`src/hw/rtl/gmdfs_ram.sv`:
```
`timescale 1ns / 1ps
// ----------------------------------------------------------------------------
// gmdfs_ram: generic single-port-write, one-read RAM
// One write and one registered read per cycle.
// ----------------------------------------------------------------------------
module gmdfs_ram #(
    parameter int unsigned WIDTH = 8,
    parameter int unsigned DEPTH = 16,
    localparam int unsigned AW = (DEPTH > 1) ? $clog2(DEPTH) : 1
) (
    input  logic             i_clk,
    input  logic             i_we,
    input  logic [AW-1:0]    i_waddr,
    input  logic [WIDTH-1:0] i_wdata,
    input  logic [AW-1:0]    i_raddr,
    output logic [WIDTH-1:0] o_rdata
);
    logic [WIDTH-1:0] r_mem [DEPTH];

    always_ff @(posedge i_clk) begin
        if (i_we) begin
            r_mem[i_waddr] <= i_wdata;
        end
        o_rdata <= r_mem[i_raddr];
    end
endmodule

```
`config.mk`:
```
export PLATFORM = sky130hd
export DESIGN_NAME = gmdfs_ram
export DESIGN_NICKNAME = d
export VERILOG_FILES = /design/src/hw/rtl/gmdfs_ram.sv
export SDC_FILE = /design/constraint.sdc
export NUM_CORES = 1
export LEC_CHECK = 0
export ABC_AREA = 1
export BUFFER_PORTS_ARGS = -buffer_cell sky130_fd_sc_hd__buf_2
export CAP_MARGIN = 20
export CORE_MARGIN = 3
export CORE_UTILIZATION = 43
export DETAILED_ROUTE_END_ITERATION = 8
export MAX_ROUTING_LAYER = met4
export PLACE_DENSITY = 0.57
export SLEW_MARGIN = 20
export SYNTH_ARGS = -nofsm -noshare
export SYNTH_HDL_FRONTEND = slang
export SYNTH_SLANG_ARGS = --single-unit
export TNS_END_PERCENT = 50
```
`constraint.sdc`:
```
create_clock -name i_clk -period 2.2 [get_ports i_clk]
set_input_delay 0.44 -clock i_clk [delete_from_list [all_inputs] [get_ports i_clk]]
set_output_delay 0.44 -clock i_clk [all_outputs]
set_load 0.02 [all_outputs]
```
==> summary.md, run 1 <==
| Metric | Value |
|---|---|
| Worst relative slew slack | `0.5477` |
| CTS tree | `built` |
| Clock-pin transition on the worst setup and hold timing paths | `0.05 ns` |
| Cell area after technology mapping | `5767 sq um` |
| Maximum frequency from static timing analysis | `738.1 MHz` |
| Clock group share of total power | `0.444` |
| Final hold viol count | `0` |
| Fraction of registers with async set/reset | `0` |
| Clk Latency, worst-skew pair | `0.42 ns` |
| Total gr overflow | `0` |
| Top post-synthesis cells by count | `173 x sky130_fd_sc_hd__nand2_1, 128 x sky130_fd_sc_hd__edfxtp_1, 100 x sky130_fd_sc_hd__inv_1` |
| Class of the most critical setup path | `register to primary output` |
| Number of hold buffers added after CTS | `0` |
| Number of antenna violations at the first check in global routing | `0` |
| Violation count after the first detailed-route iteration | `349` |
| Number of global-route vias before repair | `3553` |
| Maximum number of pins on one net before global-route repair | `33` |
| Actual transition at the worst max-transition pin | `0.6760 ns` |
| Net count after synthesis | `569` |
| Post-CTS repair timing setup buffer count | `0` |
| Simple-gate share of the synthesized area | `0.2105` |
| CP Data Arrival Time | `0.91 ns` |
| Count of input and output buffers | `25` |
| Total wire length after detailed routing | `12950 um` |
| Cells traversed along the worst timing path | `buf_2` |
| Fraction of layout cells with a size suffix above 1 | `0.1179` |
| Area of the placeable core | `12880 sq um` |
| Die W | `121.8 um` |
| Portion of the clock cycle consumed by the worst path in the final layout | `0.6158` |
| Number of buffers added by the clock tree synthesis step | `17` |
| Critical path required time | `1.76 ns` |
| Count of pins on the block boundary | `26` |
| Sequential share of power | `0.494` |
| Final max-slew violation count | `0` |
| Max IR drop VDD | `0.5711 mV` |
| Power density over the cells | `888.0 nW/um^2` |
| Seq/Total Area, Yosys | `0.6943` |
| Placement Rows | `41` |
| Most common cell in the netlist | `sky130_fd_sc_hd__nand2_1` |
| Final worst setup slack | `0.8452 ns` |
| Met3 GRT Util | `0.04178` |
| First-pass GRT wire length | `20340 um` |
| Number of library cell types mapped by synthesis | `12` |
| CP peak stage delay | `0.32 ns` |
| Net total in the final layout | `607` |
| Total half-perimeter wirelength after legalization and detailed placement | `7903 um` |
| Synth top area share | `0.6665` |
| Fin crit period | `1.355 ns` |
| Max Cap Viol | `0` |
| Die footprint | `14840 sq um` |
| Mux share of post-synthesis cell area | `0` |
| Switching power as a share of total power | `0.2115` |
| PostCTS Resize Cnt | `0` |
| Final routed wire length divided by cell count | `16.72 um` |
| Number of flops mapped to enable cells by yosys | `128` |
| Number of buffer and inverter instances along the worst setup path | `1` |
| Number of warnings issued by yosys | `0` |
| Combinational cell fraction of total power | `0.062` |
| Library cell contributing the largest single delay on the critical path | `sky130_fd_sc_hd__dfxtp_1` |
| Cell-internal power | `0.004651 W` |
| Met1 Use GR | `0.2870` |
| Sort of element at the start of the critical path | `register` |
| Pre-antenna DRT Iters | `5` |
| Status | `completed` |
| Synthesis-stage register bit count | `136` |
| Global routing met2 resource utilization | `0.2666` |
| Largest cells by area after synthesis | `sky130_fd_sc_hd__edfxtp_1 67%, sky130_fd_sc_hd__nand2_1 11%, sky130_fd_sc_hd__nand3_1 8.4%` |
| Number of remaining DRC errors | `0` |
| Vias post-DR | `3709` |
| Clk buf depth | `2` |
| Total global-route track usage | `0.1962` |
| Largest delay contributor family on the critical path | `flip-flops` |
| NetSw | `0.001247 W` |
| Xor and xnor area share after synthesis | `0` |
| Type of destination of the critical path | `primary output` |
| Via density per instance | `4.792` |
| Fraction of the mapped netlist area in compound gates | `0` |
| Placer congestion estimate | `0.8069` |
| Top fanout value on the critical path | `1` |
| Gate count after technology mapping | `551` |
| Area Overhead vs Synth | `15.19%` |
| Setup slack after placement | `0.4979 ns` |
| Hold/Removal Path Class | `input pin to register` |
| Total clock sinks | `136` |
| Most utilized layer in the global route result | `met1` |
| Ys flop type | `sky130_fd_sc_hd__edfxtp_1` |
| Starting density of the core | `0.4479` |
| Combinational family with the most area after synthesis | `simple AND/OR/NAND/NOR gates` |
| Most area-hungry cell type in the Yosys netlist | `sky130_fd_sc_hd__edfxtp_1` |
| Average instance area after synthesis | `10.47 sq um` |
| Final setup vio count | `0` |
| Static Leakage | `2.887 nW` |
| Number of H-tree levels | `4` |
| Worst setup skew after layout | `0.01019 ns` |
| Clk Tree Root Cell | `sky130_fd_sc_hd__clkbuf_16` |
| Height of the die | `121.8 um` |
| Adder-cell area share of the yosys netlist | `0` |
| Antenna Violating Nets Remaining | `0` |
| Antenna Diode Count | `0` |
| Total negative slack for setup checks | `0 ns` |
| Setup repair after global routing missed its margin | `no` |
[path summary, 6_finish.rpt]
kind	from	endpoint	slack, ns	depth (start not counted)
setup / recovery	o_rdata[3]	o_rdata[3]	0.85	1
setup reg to reg	r_mem[9][2]	o_rdata[2]	1.18	6
hold / removal	i_raddr[3]	o_rdata[7]	0.39	3
hold reg to reg	r_mem[7][2]	o_rdata[2]	0.68	6
[cell usage in the layout, fill, tap and decap left out]
cell type / synthesis / final
sky130_fd_sc_hd__buf_12: 0 / 1
sky130_fd_sc_hd__nor2_1: 17 / 17
sky130_fd_sc_hd__clkbuf_16: 0 / 17
sky130_fd_sc_hd__nand3b_1: 2 / 2
sky130_fd_sc_hd__edfxtp_1: 128 / 128
sky130_fd_sc_hd__inv_2: 2 / 2
sky130_fd_sc_hd__clkbuf_8: 0 / 7
sky130_fd_sc_hd__clkinv_2: 0 / 2
sky130_fd_sc_hd__nand3_1: 97 / 97
sky130_fd_sc_hd__clkbuf_1: 0 / 6
sky130_fd_sc_hd__buf_4: 4 / 17
sky130_fd_sc_hd__nand2_1: 173 / 173
sky130_fd_sc_hd__dfxtp_1: 8 / 8
sky130_fd_sc_hd__buf_2: 13 / 25
sky130_fd_sc_hd__inv_1: 100 / 100
[routing by layer]
metal / vias to the layer above / part of all wire
met3: 20 / 0.052
met2: 112 / 0.43
met1: 1730 / 0.49
met5: - / 0
met4: 0 / 0.024
li1: 1847 / -
[metrics by stage]
step,power [W],util,instance area [sq um],hold WS [ns],cells
after detailed placement,0.003337,0.4728,6088,0.6619,742
after global placement,0.003333,0.4728,6088,0.6727,742
after global routing,0.006113,0.5159,6643,0.3911,774
after floorplan,0.003190,-,5767,0.5389,551
final,0.005899,0.5159,6643,0.3872,774
after CTS,0.005942,0.5159,6643,0.3696,774
[state kept, by name (all words and copies together) (netlist names)]
register,count
r_mem,128
o_rdata,8
[area by class of cell]
cell class	instances	area [sq um]
fillers	1176	6233
flip-flops and latches	136	4004
multi-input cells	289	1214
clock buffers	30	544.3
inverters	102	382.9
repair buffers	43	272.8
well taps	172	215.2
clock inverters	2	10.01
[cell families after synthesis]
family,after synthesis
and+or+nand+nor,289
DFF,136
buffers and inverters,126
[power by group through the flow]
stage	sequential, W	combinational [W]	clock [W]
4_1_cts	0.00291	0.000372	0.00265
6_report	0.00291	0.000368	0.00262
5_1_grt	0.00292	0.000413	0.00278
3_5_place_dp	0.00297	0.000371	0
2_1_floorplan	0.00299	0.000204	0
3_3_place_gp	0.00297	0.000366	0
No activity file was read; power rests on OpenSTA's default activity.
==> run 2: changes to the inputs <==
--- a/config.mk
+++ b/config.mk
@@ -12,7 +12,7 @@
 export CORE_UTILIZATION = 43
 export DETAILED_ROUTE_END_ITERATION = 8
 export MAX_ROUTING_LAYER = met4
-export PLACE_DENSITY = 0.57
+export PLACE_DENSITY = 0.59
 export SLEW_MARGIN = 20
 export SYNTH_ARGS = -nofsm -noshare
 export SYNTH_HDL_FRONTEND = slang
==> constraint.sdc (replaced) <==
create_clock -name i_clk -period 1.1 [get_ports i_clk]
set_input_delay 0.22 -clock i_clk [delete_from_list [all_inputs] [get_ports i_clk]]
set_output_delay 0.22 -clock i_clk [all_outputs]
set_load 0.02 [all_outputs]
==> summary.md, run 2 (synthesis results as in run 1) <==
| Metric | Value |
|---|---|
| Actual transition at the worst max-transition pin | `0.3633 ns (-0.3127 ns)` |
| Largest delay contributor family on the critical path | `flip-flops` |
| Type of destination of the critical path | `primary output` |
| Fin crit period | `1.077 ns` |
| Max Cap Viol | `0 (unchanged)` |
| Largest register FFs | `128 (unchanged)` |
| Clock group share of total power | `0.476 (+0.032)` |
| Die footprint | `14840 sq um (unchanged)` |
| Reg-to-reg critical path startpoint | `r_mem[4][4]` |
| Number of antenna violations at the first check in global routing | `0 (unchanged)` |
| Combinational cell fraction of total power | `0.064 (+0.002)` |
| Fraction of layout cells with a size suffix above 1 | `0.1482 (+0.03027)` |
| Vias post-DR | `3815 (+2.9%)` |
| Count of placed standard cells in the final layout, fillers left out | `786 (+1.6%)` |
| Number of hold buffers added after CTS | `0 (unchanged)` |
| Total gr overflow | `0 (unchanged)` |
| Placer congestion estimate | `0.7951 (-1.5%)` |
| Number of remaining DRC errors | `0 (unchanged)` |
| Critical path launch point | `o_rdata[5]` |
| Worst setup skew after layout | `0.005973 ns (-0.004221 ns)` |
| Library cell contributing the largest single delay on the critical path | `sky130_fd_sc_hd__dfxtp_1` |
| Final setup vio count | `0 (unchanged)` |
| Worst relative slew slack | `0.7578 (+0.2101)` |
| Top fanout value on the critical path | `1 (unchanged)` |
| Total global-route track usage | `0.1917 (-0.004526)` |
| Largest register by flop count | `r_mem` |
| Maximum frequency from static timing analysis | `928.4 MHz` |
| Count of pins on the block boundary | `26 (unchanged)` |
| NetSw | `0.002600 W (+110%)` |
| Most common cell after layout, fill and taps aside | `sky130_fd_sc_hd__nand2_1` |
| Class of the most critical setup path | `register to primary output` |
| CTS tree | `built` |
| Portion of the clock cycle consumed by the worst path in the final layout | `0.9792` |
| Sort of element at the start of the critical path | `register` |
| Max IR drop VDD | `1.129 mV (+98%)` |
| Final routed wire length divided by cell count | `15.82 um (-5.4%)` |
| Switching power as a share of total power | `0.2051 (-0.006338)` |
| Die W | `121.8 um (unchanged)` |
| Count of input and output buffers | `25 (unchanged)` |
| Cells traversed along the worst timing path | `buf_4` |
| Status | `completed` |
| Via density per instance | `4.854 (+1.3%)` |
| Placement Rows | `41 (unchanged)` |
| Total wire length after detailed routing | `12430 um (-3.9%)` |
| Clk buf depth | `2 (unchanged)` |
| Final Cell Area | `6937 sq um (+4.4%)` |
| Number of H-tree levels | `4 (unchanged)` |
| Critical path required time | `0.88 ns (-0.88 ns)` |
| Total cell area at the placement stage | `6254 sq um (+2.7%)` |
| HP Start | `i_wdata[4]` |
| Post-CTS repair timing setup buffer count | `0 (unchanged)` |
| Register Area | `4010 sq um (+0.16%)` |
| Height of the die | `121.8 um (unchanged)` |
| Maximum number of pins on one net before global-route repair | `35 (+6.1%)` |
| Violation count after the first detailed-route iteration | `301 (-14%)` |
| Power density over the cells | `1827 nW/um^2 (+110%)` |
| Net total in the final layout | `619 (+2.0%)` |
| Final hold viol count | `0 (unchanged)` |
| Hold/Removal Path Class | `input pin to register` |
| Number of buffers added by the clock tree synthesis step | `17 (unchanged)` |
| CP Data Arrival Time | `0.86 ns (-0.05 ns)` |
| Biggest registers after layout | `r_mem: 128 flops, o_rdata: 8 flops` |
| First-pass GRT wire length | `20130 um (-1.0%)` |
| Cell-internal power | `0.01008 W (+120%)` |
| Leading cell types in the layout, fill and taps excluded | `173 x sky130_fd_sc_hd__nand2_1, 128 x sky130_fd_sc_hd__edfxtp_1, 100 x sky130_fd_sc_hd__inv_1` |
| Setup repair after global routing missed its margin | `yes` |
| Starting density of the core | `0.4479 (unchanged)` |
| Total clock sinks | `136 (unchanged)` |
| Total chip power | `0.01268 W (+110%)` |
| Multi-input gate area | `1219 sq um (+0.41%)` |
| Final max-slew violation count | `0 (unchanged)` |
| Number of buffer and inverter instances along the worst setup path | `1 (unchanged)` |
| Clk Latency, worst-skew pair | `0.42 ns (about the same)` |
| Post-Place Cells | `754 (+1.6%)` |
| CP peak stage delay | `0.29 ns (-0.03 ns)` |
| Pre-antenna DRT Iters | `5 (unchanged)` |
| Total half-perimeter wirelength after legalization and detailed placement | `7881 um (-0.28%)` |
| Static Leakage | `3.019 nW (+4.6%)` |
| Clk Tree Root Cell | `sky130_fd_sc_hd__clkbuf_16` |
| Sequential share of power | `0.460 (-0.034)` |
| Hold_ws | `0.2044 ns (-0.1828 ns)` |
| Area Overhead vs Synth | `20.29%` |
| Area of the placeable core | `12880 sq um (unchanged)` |
| Number of fill cells in the layout | `1138 (-3.2%)` |
| Antenna Diode Count | `0 (unchanged)` |
| Clock-pin transition on the worst setup and hold timing paths | `0.06 ns (about the same)` |
| Number of global-route vias before repair | `3699 (+4.1%)` |
| Antenna Violating Nets Remaining | `0 (unchanged)` |
| PostCTS Resize Cnt | `17 (+17)` |
run 2: cell type report:
type,count,share of cell area
tap,172,0.03102
clock inverter,14,0.02940
inverter,102,0.05519
timing repair buffer,55,0.06872
multi-input combinational,289,0.1757
sequential,136,0.5781
clock buffer,18,0.06187
run 2: path summary, 6_finish.rpt:
kind	to	slack, ns	cells after the start
worst min register to register	o_rdata[4]	0.65	6
worst min-delay path	r_mem[5][4]	0.20	1
worst max register to register	o_rdata[4]	0.14	6
worst max-delay path	o_rdata[5]	0.02	1
run 2: metrics by stage:
stage	util	TNS (ns)	setup slack, ns
5_1_grt	0.5387	-0.002304	-0.002304
2_1_floorplan	-	-6.229	-0.07084
4_1_cts	0.5382	0	0.0003669
3_5_place_dp	0.4857	-13.78	-0.1593
3_3_place_gp	0.4857	-11.48	-0.1485
6_report	0.5387	0	0.02292
run 2: power groups by stage:
| stage | registers, W | logic, W | clock network [W] |
|---|---|---|---|
| 2_1_floorplan | 0.00597 | 0.000409 | 0 |
| 3_3_place_gp | 0.00593 | 0.000770 | 0 |
| 3_5_place_dp | 0.00593 | 0.000782 | 0 |
| 4_1_cts | 0.00583 | 0.000818 | 0.00615 |
| 5_1_grt | 0.00584 | 0.000907 | 0.00640 |
| 6_report | 0.00583 | 0.000811 | 0.00603 |
run 2: per-layer routing:
layer | vias up | routed length, um | GRT usage
met5 | - | 0 | -
met4 | 0 | 396 | 0.09314
met3 | 35 | 617 | 0.04364
met2 | 111 | 5834 | 0.2811
met1 | 1795 | 5586 | 0.2537
li1 | 1874 | - | -
